[config.mk]
export PLATFORM = sky130hd
export DESIGN_NAME = word_rle_literal_run_encoder_core_flat
export DESIGN_NICKNAME = d
export VERILOG_FILES = /design/src/rtl/wrle_pkg.sv /design/src/rtl/wrle_if.sv /design/src/rtl/wrle_ram.sv /design/src/rtl/wrle_outq.sv /design/src/rtl/word_rle_literal_run_encoder_core.sv /design/src/flat_wrapper.sv
export SDC_FILE = /design/constraint.sdc
export NUM_CORES = 1
export LEC_CHECK = 0
export BUFFER_PORTS_ARGS = -buffer_cell sky130_fd_sc_hd__buf_2
export CORE_ASPECT_RATIO = 1.4
export CORE_MARGIN = 1.5
export CORE_UTILIZATION = 55
export CTS_BUF_LIST = sky130_fd_sc_hd__clkbuf_8 sky130_fd_sc_hd__clkbuf_16
export CTS_CLUSTER_SIZE = 30
export DETAILED_ROUTE_END_ITERATION = 7
export GPL_TIMING_DRIVEN = 0
export PLACE_DENSITY = 0.71
export SLEW_MARGIN = 10
export SYNTH_ARGS = -nofsm -noshare
export SYNTH_HDL_FRONTEND = slang
export SYNTH_SLANG_ARGS = --single-unit
[constraint.sdc]
create_clock -name clk_i -period 7.5 [get_ports clk_i]
set_input_delay 1.5 -clock clk_i [delete_from_list [all_inputs] [get_ports clk_i]]
set_output_delay 1.5 -clock clk_i [all_outputs]
set_load 0.01 [all_outputs]
[src/rtl/wrle_pkg.sv]
// Shared constants and types of the word run-length encoder.
package wrle_pkg;

  localparam int unsigned LIT_DEPTH = 32;
  localparam int unsigned LIT_AW    = $clog2(LIT_DEPTH);
  localparam int unsigned LIT_CW    = $clog2(LIT_DEPTH + 1);

  localparam logic [LIT_CW-1:0] LIT_FULL  = LIT_CW'(LIT_DEPTH);
  localparam logic [15:0]       LIT_FLAG  = 16'h8000;
  localparam logic [14:0]       RUN_MAX   = 15'h7fff;
  localparam logic [3:0]        THR_RESET = 4'd4;

  // One request from the sequencer to the output stage.
  typedef struct packed {
    logic        emit;    // Push a new stream word.
    logic        finish;  // Release the held word as the last one of the request.
    logic [15:0] word;
    logic        hdr;
    logic        frame;   // Current request closes a frame.
  } wrle_oreq_t;

endpackage

[src/rtl/wrle_if.sv]
// Valid/ready channel interfaces for input words and encoded stream words.
interface wrle_in_if;
  logic        valid;
  logic        ready;
  logic [15:0] pixel_word;
  logic        end_of_frame;

  modport source (output valid, output pixel_word, output end_of_frame, input ready);
  modport sink   (input valid, input pixel_word, input end_of_frame, output ready);
endinterface

interface wrle_out_if;
  logic        valid;
  logic        ready;
  logic [15:0] out_word;
  logic        is_header;
  logic        last_of_burst;
  logic        frame_done;

  modport source (output valid, output out_word, output is_header,
                  output last_of_burst, output frame_done, input ready);
  modport sink   (input valid, input out_word, input is_header,
                  input last_of_burst, input frame_done, output ready);
endinterface

[src/rtl/wrle_ram.sv]
// Generic single-port-write, single-port-read RAM with registered read data.
module wrle_ram #(
  parameter int unsigned Width = 16,
  parameter int unsigned Depth = 32
) (
  input  logic                     clk_i,
  input  logic                     we_i,
  input  logic [$clog2(Depth)-1:0] waddr_i,
  input  logic [Width-1:0]         wdata_i,
  input  logic                     re_i,
  input  logic [$clog2(Depth)-1:0] raddr_i,
  output logic [Width-1:0]         rdata_o
);

  logic [Width-1:0] mem_q [Depth];
  logic [Width-1:0] rdata_q;

  always_ff @(posedge clk_i) begin
    if (we_i) begin
      mem_q[waddr_i] <= wdata_i;
    end
    if (re_i) begin
      rdata_q <= mem_q[raddr_i];
    end
  end

  assign rdata_o = rdata_q;

endmodule

[src/rtl/wrle_outq.sv]
// Output stage: one holding register plus the output register of the stream.
module wrle_outq (
  input  logic                clk_i,
  input  logic                rst_ni,
  input  wrle_pkg::wrle_oreq_t req_i,
  output logic                room_o,
  wrle_out_if.source          enc_o
);

  logic        out_v_q, out_v_d;
  logic [15:0] out_word_q, out_word_d;
  logic        out_hdr_q, out_hdr_d;
  logic        out_last_q, out_last_d;
  logic        out_fd_q, out_fd_d;
  logic        hold_v_q, hold_v_d;
  logic [15:0] hold_word_q, hold_word_d;
  logic        hold_hdr_q, hold_hdr_d;
  logic        out_free;

  // The held word moves on only once we know whether it ends the request.
  assign out_free = !out_v_q || enc_o.ready;
  assign room_o   = !hold_v_q || out_free;

  always_comb begin
    out_v_d     = out_v_q;
    out_word_d  = out_word_q;
    out_hdr_d   = out_hdr_q;
    out_last_d  = out_last_q;
    out_fd_d    = out_fd_q;
    hold_v_d    = hold_v_q;
    hold_word_d = hold_word_q;
    hold_hdr_d  = hold_hdr_q;

    if (out_v_q && enc_o.ready) begin
      out_v_d = 1'b0;
    end

    if ((req_i.emit || req_i.finish) && hold_v_q) begin
      out_v_d    = 1'b1;
      out_word_d = hold_word_q;
      out_hdr_d  = hold_hdr_q;
      out_last_d = req_i.finish;
      out_fd_d   = req_i.finish && req_i.frame;
      hold_v_d   = 1'b0;
    end

    if (req_i.emit) begin
      hold_v_d    = 1'b1;
      hold_word_d = req_i.word;
      hold_hdr_d  = req_i.hdr;
    end
  end

  always_ff @(posedge clk_i or negedge rst_ni) begin
    if (!rst_ni) begin
      out_v_q  <= 1'b0;
      hold_v_q <= 1'b0;
    end else begin
      out_v_q  <= out_v_d;
      hold_v_q <= hold_v_d;
    end
  end

  always_ff @(posedge clk_i) begin
    out_word_q  <= out_word_d;
    out_hdr_q   <= out_hdr_d;
    out_last_q  <= out_last_d;
    out_fd_q    <= out_fd_d;
    hold_word_q <= hold_word_d;
    hold_hdr_q  <= hold_hdr_d;
  end

  assign enc_o.valid         = out_v_q;
  assign enc_o.out_word      = out_word_q;
  assign enc_o.is_header     = out_hdr_q;
  assign enc_o.last_of_burst = out_last_q;
  assign enc_o.frame_done    = out_fd_q;

endmodule

[src/rtl/word_rle_literal_run_encoder_core.sv]
// Top level of the word run-length encoder with literal runs.
// Extending a run passes the decide, run-increment and finish states before the next request
// is taken; a new literal word also passes the close and new-word states.
// A literal flush reads each RAM word ahead and sends one per cycle while the output has room.
// Requests are taken one at a time; the output stage buffers the sequencer from the sink.
// Reset clears the counters, sets the threshold to four and arms the start of a frame;
// the literal RAM is not cleared, since only entries written in the current literal are read.
module word_rle_literal_run_encoder_core (
  input  logic       clk_i,
  input  logic       rst_ni,
  input  logic       cfg_we_i,
  input  logic [3:0] cfg_wdata_i,
  wrle_in_if.sink    pix_i,
  wrle_out_if.source enc_o
);

  // Sequencer states.
  localparam logic [3:0] S_IDLE      = 4'd0;
  localparam logic [3:0] S_DECIDE    = 4'd1;
  localparam logic [3:0] S_RUNINC    = 4'd2;
  localparam logic [3:0] S_SAT_H     = 4'd3;
  localparam logic [3:0] S_SAT_V     = 4'd4;
  localparam logic [3:0] S_NEWWORD   = 4'd5;
  localparam logic [3:0] S_EOFCHK    = 4'd6;
  localparam logic [3:0] S_CLOSE     = 4'd7;
  localparam logic [3:0] S_CR_H      = 4'd8;
  localparam logic [3:0] S_CR_V      = 4'd9;
  localparam logic [3:0] S_CR_P      = 4'd10;
  localparam logic [3:0] S_FL_HDR    = 4'd11;
  localparam logic [3:0] S_FL_DAT    = 4'd12;
  localparam logic [3:0] S_EOF_FLUSH = 4'd13;
  localparam logic [3:0] S_FIN       = 4'd14;

  logic [3:0]                    state_q, state_d;
  logic [3:0]                    close_ret_q, close_ret_d;
  logic [3:0]                    flush_ret_q, flush_ret_d;
  logic [15:0]                   word_q, word_d;
  logic                          eof_q, eof_d;
  logic [15:0]                   prev_q, prev_d;
  logic                          fs_q, fs_d;
  logic [14:0]                   run_q, run_d;
  logic [wrle_pkg::LIT_CW-1:0]   lit_q, lit_d;
  logic [wrle_pkg::LIT_AW-1:0]   k_q, k_d;
  logic [3:0]                    thr_q, thr_d;

  logic                          ram_we;
  logic [15:0]                   ram_wdata;
  logic                          ram_re;
  logic [wrle_pkg::LIT_AW-1:0]   ram_raddr;
  logic [15:0]                   ram_rdata;

  wrle_pkg::wrle_oreq_t          oreq;
  logic                          room;

  logic                          accept;
  logic [3:0]                    after_body;
  logic [3:0]                    thr_eff;
  logic [wrle_pkg::LIT_CW-1:0]   lit_inc;
  logic                          push_full;
  logic [wrle_pkg::LIT_CW-1:0]   k_inc;
  logic [3:0]                    cr_next;

  assign pix_i.ready = (state_q == S_IDLE);
  assign accept      = pix_i.valid && pix_i.ready;

  // Once the word itself is handled, a frame end still has to close the run and literal.
  assign after_body = eof_q ? S_EOFCHK : S_FIN;
  // A threshold of zero behaves like one.
  assign thr_eff    = (thr_q == 4'd0) ? 4'd1 : thr_q;
  // A push always lands at the current fill level; reaching the depth forces a flush.
  assign lit_inc    = lit_q + 1'b1;
  assign push_full  = (lit_inc == wrle_pkg::LIT_FULL);
  assign k_inc      = wrle_pkg::LIT_CW'(k_q) + 1'b1;
  assign cr_next    = (run_q == 15'd1) ? close_ret_q : S_CR_P;
  assign ram_wdata  = (state_q == S_CR_P) ? prev_q : word_q;

  always_comb begin
    state_d     = state_q;
    close_ret_d = close_ret_q;
    flush_ret_d = flush_ret_q;
    word_d      = word_q;
    eof_d       = eof_q;
    prev_d      = prev_q;
    fs_d        = fs_q;
    run_d       = run_q;
    lit_d       = lit_q;
    k_d         = k_q;
    thr_d       = thr_q;
    ram_we      = 1'b0;
    ram_re      = 1'b0;
    ram_raddr   = k_q;
    oreq        = '0;
    oreq.frame  = eof_q;

    if (cfg_we_i) begin
      thr_d = cfg_wdata_i;
    end

    case (state_q)
      S_IDLE: begin
        if (accept) begin
          word_d  = pix_i.pixel_word;
          eof_d   = pix_i.end_of_frame;
          // The first word of a frame starts a run of one.
          if (fs_q) begin
            prev_d = pix_i.pixel_word;
            run_d  = '0;
            lit_d  = '0;
            fs_d   = 1'b0;
          end
          state_d = S_DECIDE;
        end
      end

      S_DECIDE: begin
        if (word_q == prev_q) begin
          if (eof_q && (lit_q != '0)) begin
            // A repeat on the last word joins the pending literal.
            ram_we = 1'b1;
            lit_d  = lit_inc;
            if (push_full) begin
              flush_ret_d = after_body;
              state_d     = S_FL_HDR;
            end else begin
              state_d = after_body;
            end
          end else if (lit_q != '0) begin
            // A repeat begins: the literal goes out first.
            flush_ret_d = S_RUNINC;
            state_d     = S_FL_HDR;
          end else begin
            state_d = S_RUNINC;
          end
        end else begin
          close_ret_d = S_NEWWORD;
          state_d     = S_CLOSE;
        end
      end

      S_RUNINC: begin
        if (run_q == (wrle_pkg::RUN_MAX - 15'd1)) begin
          run_d   = '0;
          state_d = S_SAT_H;
        end else begin
          run_d   = run_q + 15'd1;
          state_d = after_body;
        end
      end

      S_SAT_H: begin
        if (room) begin
          oreq.emit = 1'b1;
          oreq.word = {1'b0, wrle_pkg::RUN_MAX};
          oreq.hdr  = 1'b1;
          state_d   = S_SAT_V;
        end
      end

      S_SAT_V: begin
        if (room) begin
          oreq.emit = 1'b1;
          oreq.word = prev_q;
          state_d   = after_body;
        end
      end

      S_NEWWORD: begin
        prev_d = word_q;
        ram_we = 1'b1;
        lit_d  = lit_inc;
        if (push_full) begin
          flush_ret_d = after_body;
          state_d     = S_FL_HDR;
        end else begin
          state_d = after_body;
        end
      end

      S_EOFCHK: begin
        close_ret_d = S_EOF_FLUSH;
        state_d     = S_CLOSE;
      end

      S_CLOSE: begin
        if (run_q == '0) begin
          state_d = close_ret_q;
        end else if (run_q > 15'(thr_eff)) begin
          state_d = S_CR_H;
        end else begin
          state_d = S_CR_P;
        end
      end

      S_CR_H: begin
        if (room) begin
          oreq.emit = 1'b1;
          oreq.word = {1'b0, run_q};
          oreq.hdr  = 1'b1;
          state_d   = S_CR_V;
        end
      end

      S_CR_V: begin
        if (room) begin
          oreq.emit = 1'b1;
          oreq.word = prev_q;
          run_d     = '0;
          state_d   = close_ret_q;
        end
      end

      S_CR_P: begin
        // A short run is copied into the literal one word per cycle, paused by any flush it forces.
        ram_we = 1'b1;
        lit_d  = lit_inc;
        run_d  = run_q - 15'd1;
        if (push_full) begin
          flush_ret_d = cr_next;
          state_d     = S_FL_HDR;
        end else begin
          state_d = cr_next;
        end
      end

      S_FL_HDR: begin
        if (room) begin
          oreq.emit = 1'b1;
          oreq.word = wrle_pkg::LIT_FLAG | 16'(lit_q);
          oreq.hdr  = 1'b1;
          ram_re    = 1'b1;
          ram_raddr = '0;
          k_d       = '0;
          state_d   = S_FL_DAT;
        end
      end

      S_FL_DAT: begin
        // Read data holds while the output stage is full.
        if (room) begin
          oreq.emit = 1'b1;
          oreq.word = ram_rdata;
          if (k_inc < lit_q) begin
            ram_re    = 1'b1;
            ram_raddr = k_inc[wrle_pkg::LIT_AW-1:0];
            k_d       = k_inc[wrle_pkg::LIT_AW-1:0];
          end else begin
            lit_d   = '0;
            state_d = flush_ret_q;
          end
        end
      end

      S_EOF_FLUSH: begin
        if (lit_q != '0) begin
          flush_ret_d = S_FIN;
          state_d     = S_FL_HDR;
        end else begin
          state_d = S_FIN;
        end
      end

      S_FIN: begin
        if (room) begin
          oreq.finish = 1'b1;
          fs_d        = eof_q;
          state_d     = S_IDLE;
        end
      end

      default: begin
        state_d = S_IDLE;
      end
    endcase
  end

  always_ff @(posedge clk_i or negedge rst_ni) begin
    if (!rst_ni) begin
      state_q     <= S_IDLE;
      close_ret_q <= S_IDLE;
      flush_ret_q <= S_IDLE;
      prev_q      <= '0;
      fs_q        <= 1'b1;
      run_q       <= '0;
      lit_q       <= '0;
      k_q         <= '0;
      thr_q       <= wrle_pkg::THR_RESET;
    end else begin
      state_q     <= state_d;
      close_ret_q <= close_ret_d;
      flush_ret_q <= flush_ret_d;
      prev_q      <= prev_d;
      fs_q        <= fs_d;
      run_q       <= run_d;
      lit_q       <= lit_d;
      k_q         <= k_d;
      thr_q       <= thr_d;
    end
  end

  always_ff @(posedge clk_i) begin
    word_q <= word_d;
    eof_q  <= eof_d;
  end

  // Literal buffer: written at the fill level, read back in order on a flush.
  wrle_ram #(
    .Width (16),
    .Depth (wrle_pkg::LIT_DEPTH)
  ) u_lit_ram (
    .clk_i   (clk_i),
    .we_i    (ram_we),
    .waddr_i (lit_q[wrle_pkg::LIT_AW-1:0]),
    .wdata_i (ram_wdata),
    .re_i    (ram_re),
    .raddr_i (ram_raddr),
    .rdata_o (ram_rdata)
  );

  wrle_outq u_outq (
    .clk_i  (clk_i),
    .rst_ni (rst_ni),
    .req_i  (oreq),
    .room_o (room),
    .enc_o  (enc_o)
  );

endmodule

[src/flat_wrapper.sv]
// flat-port wrapper written by rule: the top's interface ports become plain ports
module word_rle_literal_run_encoder_core_flat 
  (clk_i, rst_ni, cfg_we_i, cfg_wdata_i, pix_i_valid, pix_i_pixel_word, pix_i_end_of_frame, pix_i_ready, enc_o_valid, enc_o_out_word, enc_o_is_header, enc_o_last_of_burst, enc_o_frame_done, enc_o_ready);
  wrle_in_if pix_i_i ();
  wrle_out_if enc_o_i ();
  input  logic clk_i;
  input  logic rst_ni;
  input  logic cfg_we_i;
  input  logic [3:0] cfg_wdata_i;
  input wire logic [$bits(pix_i_i.valid)-1:0] pix_i_valid;
  input wire logic [$bits(pix_i_i.pixel_word)-1:0] pix_i_pixel_word;
  input wire logic [$bits(pix_i_i.end_of_frame)-1:0] pix_i_end_of_frame;
  output wire logic [$bits(pix_i_i.ready)-1:0] pix_i_ready;
  output wire logic [$bits(enc_o_i.valid)-1:0] enc_o_valid;
  output wire logic [$bits(enc_o_i.out_word)-1:0] enc_o_out_word;
  output wire logic [$bits(enc_o_i.is_header)-1:0] enc_o_is_header;
  output wire logic [$bits(enc_o_i.last_of_burst)-1:0] enc_o_last_of_burst;
  output wire logic [$bits(enc_o_i.frame_done)-1:0] enc_o_frame_done;
  input wire logic [$bits(enc_o_i.ready)-1:0] enc_o_ready;
  assign pix_i_i.valid = pix_i_valid;
  assign pix_i_i.pixel_word = pix_i_pixel_word;
  assign pix_i_i.end_of_frame = pix_i_end_of_frame;
  assign pix_i_ready = pix_i_i.ready;
  assign enc_o_valid = enc_o_i.valid;
  assign enc_o_out_word = enc_o_i.out_word;
  assign enc_o_is_header = enc_o_i.is_header;
  assign enc_o_last_of_burst = enc_o_i.last_of_burst;
  assign enc_o_frame_done = enc_o_i.frame_done;
  assign enc_o_i.ready = enc_o_ready;
  word_rle_literal_run_encoder_core u_core (.clk_i(clk_i), .rst_ni(rst_ni), .cfg_we_i(cfg_we_i), .cfg_wdata_i(cfg_wdata_i), .pix_i(pix_i_i), .enc_o(enc_o_i));
endmodule
# [Yosys cells after proc, flatten, opt, wreduce, memory -nomap -nowiden]
# Memory sizes are Yosys's and may differ from the RTL's. A register that Yosys moved wholly into a read port is not among the register bits.
# Index checks and enable logic that the tools add are counted.
# W data, S select, Z words.
[classes] n_addsub=4 order_cmp=2 eq_ne=34 mux=76 reduce_logical=33
[ops] operator="$mux W16" count=7
[ops] operator="$mux W4" count=26
[ops] operator="$pmux W16 S5" count=1
[ops] operator="$mux W15" count=4
[ops] operator="$pmux W15 S4" count=1
[ops] operator="$pmux W4 S15" count=1
[ops] operator="$mux W6" count=6
[ops] operator="$pmux W16 S2" count=1
[ops] operator="$eq A4 B4 Y1 const B" count=7
[ops] operator="$pmux W6 S4" count=1
[ops] operator="$ne A2 B1 Y1 const B" count=11
[ops] operator="$mux W17" count=1
[ops] operator="$eq A16 B16 Y1" count=1
[ops] operator="$eq A4 B3 Y1 const B" count=4
[ops] operator="$pmux W4 S4" count=1
[ops] operator="$add A15 B1 Y15 const B" count=1
[ops] operator="$eq A15 B1 Y1 const B" count=1
[ops] operator="$eq A15 B15 Y1 const B" count=1
[ops] operator="$gt A15 B4 Y1" count=1
[ops] operator="$logic_not A15 Y1" count=1
[ops] operator="$mux W1" count=15
[ops] operator="$mux W5" count=3
[ops] operator="$sub A15 B1 Y15 const B" count=1
[ops] operator="$reduce_bool A4 Y1" count=3
[ops] operator="28 further kinds" count=49
[totals] register_bits=114 ramBits=512 inputBits=26 word_cells=169 memories=1
[mem_list] name="u_core.u_lit_ram.mem_q" depth=32 width=16 rd=1 rd_ports_with_merged_regs=1 wr=1 line="wrle_ram.sv:15" rtl="logic [Width-1:0] mem_q [Depth];"

# [Logic depth before layout (Yosys ltp)]
[logic_depth] depth_word=9 mapped_depth=16 mapped_depth_nobuf=14

# [Cells and area by module]
# Synthesis repeated with hierarchy kept, for this count alone.
[hier_totals] hier_cells=1831 hier_area_um2=27312.4
[by_module_without_submodules] mod="wrle_ram" instances=1 cells_per_inst=1143 area_per_inst_um2=20694.8 seq_area_each_um2=15855.2
[by_module_without_submodules] mod="word_rle_literal_run_encoder_core" instances=1 cells_per_inst=643 area_per_inst_um2=5444.0 seq_area_each_um2=1939.4
[by_module_without_submodules] mod="wrle_outq" instances=1 cells_per_inst=45 area_per_inst_um2=1173.6 seq_area_each_um2=1131.1

# [Worst setup path after synthesis]
# No wires, ideal clock.
[synth_path] path_kind="in2reg" start="input enc_o_ready" end="register u_core.u_outq.out_fd_q, in the netlist u_core.u_outq.enc_o.frame_done, enable pin" setup_ps=396 arrival_time_ps=3808 t_required_ps=7104 setup_slack_ps=3296 path_stages=7 n_path_buf=2 path_cell_list="nand3b_1 clkbuf_1 buf_1 o21ai_1 inv_1 nor2_1 nor2_1"
[synth_lines] element="start: declaration" line="flat_wrapper.sv:19" rtl="input wire logic [$bits(enc_o_i.ready)-1:0] enc_o_ready;"
[synth_lines] element="end signal: assignment" line="wrle_outq.sv:68" rtl="out_fd_q <= out_fd_d;"
[synth_lines] element="end: declaration" line="wrle_outq.sv:14" rtl="logic out_fd_q, out_fd_d;"

# [Final worst setup path]
[layout_path] start="register u_core.k_q[0] (netlist name)" end="register u_core.u_lit_ram.rdata_q[4], in the netlist u_core.u_lit_ram.rdata_o[4] (read register of u_core.u_lit_ram.mem_q) (data pin)"
[layout_between] elab_chain_len=5
[layout_rtl] element="start: declaration" line="word_rle_literal_run_encoder_core.sv:43" rtl="logic [wrle_pkg::LIT_AW-1:0] k_q, k_d;"
[layout_rtl] element="start signal: assignment" line="word_rle_literal_run_encoder_core.sv:295" rtl="k_q <= k_d;"
[layout_rtl] element="$add A5 B1 Y6" line="word_rle_literal_run_encoder_core.sv:73" rtl="assign k_inc = wrle_pkg::LIT_CW'(k_q) + 1'b1;"
[layout_rtl] element="$lt A6 B6 Y1" line="word_rle_literal_run_encoder_core.sv:242" rtl="if (k_inc < lit_q) begin"
[layout_rtl] element="$mux W5 or $mux W1 (tied branches)" line="word_rle_literal_run_encoder_core.sv:242"
[layout_rtl] element="$mux W5 or $mux W1 (tied branches)" line="word_rle_literal_run_encoder_core.sv:239" rtl="if (room) begin"
[layout_rtl] element="$pmux W5 S2 or $pmux W1 S2 (tied branches)" line="word_rle_literal_run_encoder_core.sv:99" rtl="case (state_q)"
[layout_rtl] element="end: declaration" line="wrle_ram.sv:16" rtl="logic [Width-1:0] rdata_q;"
# Several ways; a longest one is shown, not always the timed one.
# A chain may end at the register's enable or synchronous reset.

==> flow_summary.toml <==
[clock_tree]
cts_sinks = 640
hold_buffers = 0
numCtsBuffers = 59
post_cts_resized = 0
cts_setup_buffers = 0
cts_tree = "built"
htree_levels = 2
ctsRootBufferMaster = "clkbuf_16"
clk_pin_slew_ns = 0.07
clk_latency_ns = 0.63
clockBufferDepth = 3

[outcome]
status = "finished, final reports clean"

[layout]
nets = 2294
fin_cells = 3003
diodes = 0
layout-drive-gt1-share_pct = 14.85
multi_input_area_sq_mm = 0.009497
syn_to_final_growth_pct = 12.99
fillers = 3856
regArea_sq_mm = 0.01893

[synth]
syn_area_sq_mm = 0.02914
yosysSeqAreaShare_pct = 64.95
yosysUniqueCellTypes = 83
syn-num-nets = 2153
synth_top_area_share_pct = 59.88
synthCells = 2108
yosys.area.top_type = "edfxtp_1"
avgSynthCellArea_sq_um = 13.82
yosysWarningCount = 0
synth_seq_cells = 640
synth_edf_count = 581
synthArstFlopShare_pct = 9.219
ys.flop_type = "edfxtp_1"
synth_area_leaders = "edfxtp_1 60%, mux2i_1 6.6%, a22o_1 5.0%"

[job]
maxCapViolations = 0

[timing]
fin_tns_setup_ns = 0
relSlewSlack_pct = 12.65
timing.fmax_mhz = 196.7
finalCritPeriodShare_pct = 67.80
fin_crit_ns = 5.085
setup_violations = 0
worst_pin_slew_ns = 1.307
skew_ns = 0.02661
hold_viol = 0
rsz0062_at_grt = "false"
slew_viol_final = 0

[power_and_ir_drop]
power_density_mw_per_mm2 = 393.5
seq_power_share_pct = 36.4
p_clk_share_pct = 23.7
leakage_nw = 11.39
power_frac_comb_pct = 39.9
ir_drop_uv = 228.8
switching_share_pct = 37.70
power_switching_mw = 4.884
p_int_mw = 8.070

[critical_path]
reg2reg_depth = 15
r2r-start = "u_core.k_q[0]"
cp_max_fo = 10
cp-end-kind = "flop"
worstSetupPathType = "flop to flop"
worstPathRequired_ns = 7.89
critPathArrivalTime_ns = 5.48
crit_path_start = "u_core.k_q[0]"
start_kind = "flop"

[hold_path]
holdPathStages = 0
holdCritStartpoint = "u_core.u_outq.hold_word_q[13]"
hp-class = "flop to flop"

[floorplanning]
start_util_pct = 55.74
ioPinCount = 47
die_h_um = 275.3
placeableCoreArea_sq_mm = 0.05227
die_w_um = 197.5
die_area_sq_mm = 0.05439
rows = 99

[grt]
grt_pass1_wl_um = 121100
track_usage_pct = 30.53
grt_max_degree = 45
grt_pass1_vias = 19169
grt-ovfl-total = 0
antenna_found_initial = 0

[place]
placed_cells = 2895
portBuffers = 46
place.gp.congestion = 0.9339
dp_hpwl_um = 56570

[route]
ant_nets = 0
drc = 0
wl_per_cell_um = 27.48
postRouteWirelength_um = 82520
dr.pass1.iters = 6
drtIter0Drc = 2250
viasPerCell = 6.505
vias = 19536
cell usage in the layout, fill, tap and decap left out, drive strengths merged, types with 57 or more instances in the layout:
| cell | instances |
|---|---|
| mux2 | 82 |
| nor2 | 112 |
| edfxtp | 581 |
| nor3b | 67 |
| clkbuf | 149 |
| mux2i | 194 |
| buf | 138 |
| nand2 | 171 |
| a22o | 165 |
| dfrtp | 57 |
| o22ai | 97 |
| a21oi | 117 |
synth_stat cells (all sizes together) (5+ instances only):
library cell	instances
nand3	26
a21o	5
a22o	165
a21oi	117
edfxtp	581
a22oi	14
nand2	171
xor2	20
inv	21
nor3	17
clkbuf	89
dfrtp	57
mux2i	194
and3	10
nor4	26
a31oi	11
ha	19
nand2b	6
a221oi	5
a211oi	5
mux2	82
o2bb2ai	18
o21ai	40
nor3b	67
nand4	6
buf	58
nor2	112
o22ai	97
power by group through the flow:
stage | combinational, mW | clock, mW | sequential, mW
finish | 5.17 | 3.07 | 4.72
global route | 5.45 | 3.23 | 4.74
CTS | 5.07 | 3.10 | 4.71
detailed placement | 5.05 | 0 | 4.78
global placement | 4.84 | 0 | 4.79
floorplan | 3.30 | 0 | 4.74
sequential cells by signal, summed over array words and instances (netlist names), 2 cells and up:
| name | count |
|---|---|
| u_core.word_q | 16 |
| u_core.thr_q | 4 |
| u_core.u_outq.hold_word_q | 16 |
| u_core.u_outq.enc_o.out_word | 16 |
| u_core.run_q | 15 |
| u_core.close_ret_q | 2 |
| u_core.u_lit_ram.mem_q | 512 |
| u_core.prev_q | 16 |
| u_core.flush_ret_q | 4 |
| u_core.lit_q | 6 |
| u_core.u_lit_ram.rdata_o | 16 |
| u_core.k_q | 5 |
| u_core.state_q | 4 |
final cells by class:
class	count	area share [%]
Multi-Input combinational cell	1298	28.85
Clock inverter	48	1.448
Inverter	23	0.2622
Timing Repair Buffer	80	2.432
Buffer	147	2.277
Tap cell	707	2.687
Sequential cell	640	57.49
Clock buffer	60	4.561
metal layers:
metal / GRT usage [%] / vias up / wire length [um]
met1: 37.23 / 9772 / 30270
met2: 52.26 / 1028 / 40760
li1: - / 8512 / -
met5: 0 / - / 0
met3: 4.154 / 224 / 6075
met4: 17.60 / 0 / 5417
path summary, 6_finish.rpt:
path | end | slack, ns
worst min register to register | u_core.u_outq.enc_o.out_word[13] | 0.42
max in group asynchronous | u_core.fs_q | 6.19
worst min-delay path | u_core.u_outq.enc_o.out_word[13] | 0.42
min in group asynchronous | u_core.run_q[8] | 0.75
worst max register to register | u_core.u_lit_ram.rdata_o[4] | 2.42
worst max-delay path | u_core.u_lit_ram.rdata_o[4] | 2.42
critical path, stage by stage, from the launching register on:
cell and delay [ns]:
dfrtp_1 0.42, buf_6 0.17, and3_1 0.23, and3_1 0.21, ha_1 0.30, a21oi_1 0.29, o211ai_2 0.18, nor3_4 0.23
nor2_2 0.08, a21boi_1 0.67, buf_2 0.42, buf_2 0.36, buf_4 0.30, mux2i_1 0.38, o22ai_1 0.27, nor4_2 0.32
cell families after synthesis:
group,after synthesis,synth area share [%]
flip-flops,640,64.95
AO/OA/AOI/OAI,517,12.54
AND/OR/NAND/NOR,462,8.240
multiplexers,276,9.859
buffers and inverters,170,2.868
XOR/XNOR,24,0.7214
adder cells (fa/ha/maj),19,0.8159
metrics by stage:
stage / setup WS [ns] / cell area [sq um] / util, % / power (mW) / hold slack [ns]
floorplan: 3.296 / 29140 / - / 8.043 / 0.4003
CTS: 2.572 / 32910 / 62.96 / 12.88 / 0.4191
detailed placement: 2.211 / 30930 / 59.17 / 9.827 / 0.4045
global route: 2.398 / 32920 / 62.98 / 13.43 / 0.4275
finish: 2.415 / 32920 / 62.98 / 12.95 / 0.4186
global placement: 1.940 / 30250 / 57.88 / 9.631 / 0.4035
No activity file was read; power rests on OpenSTA's default activity.
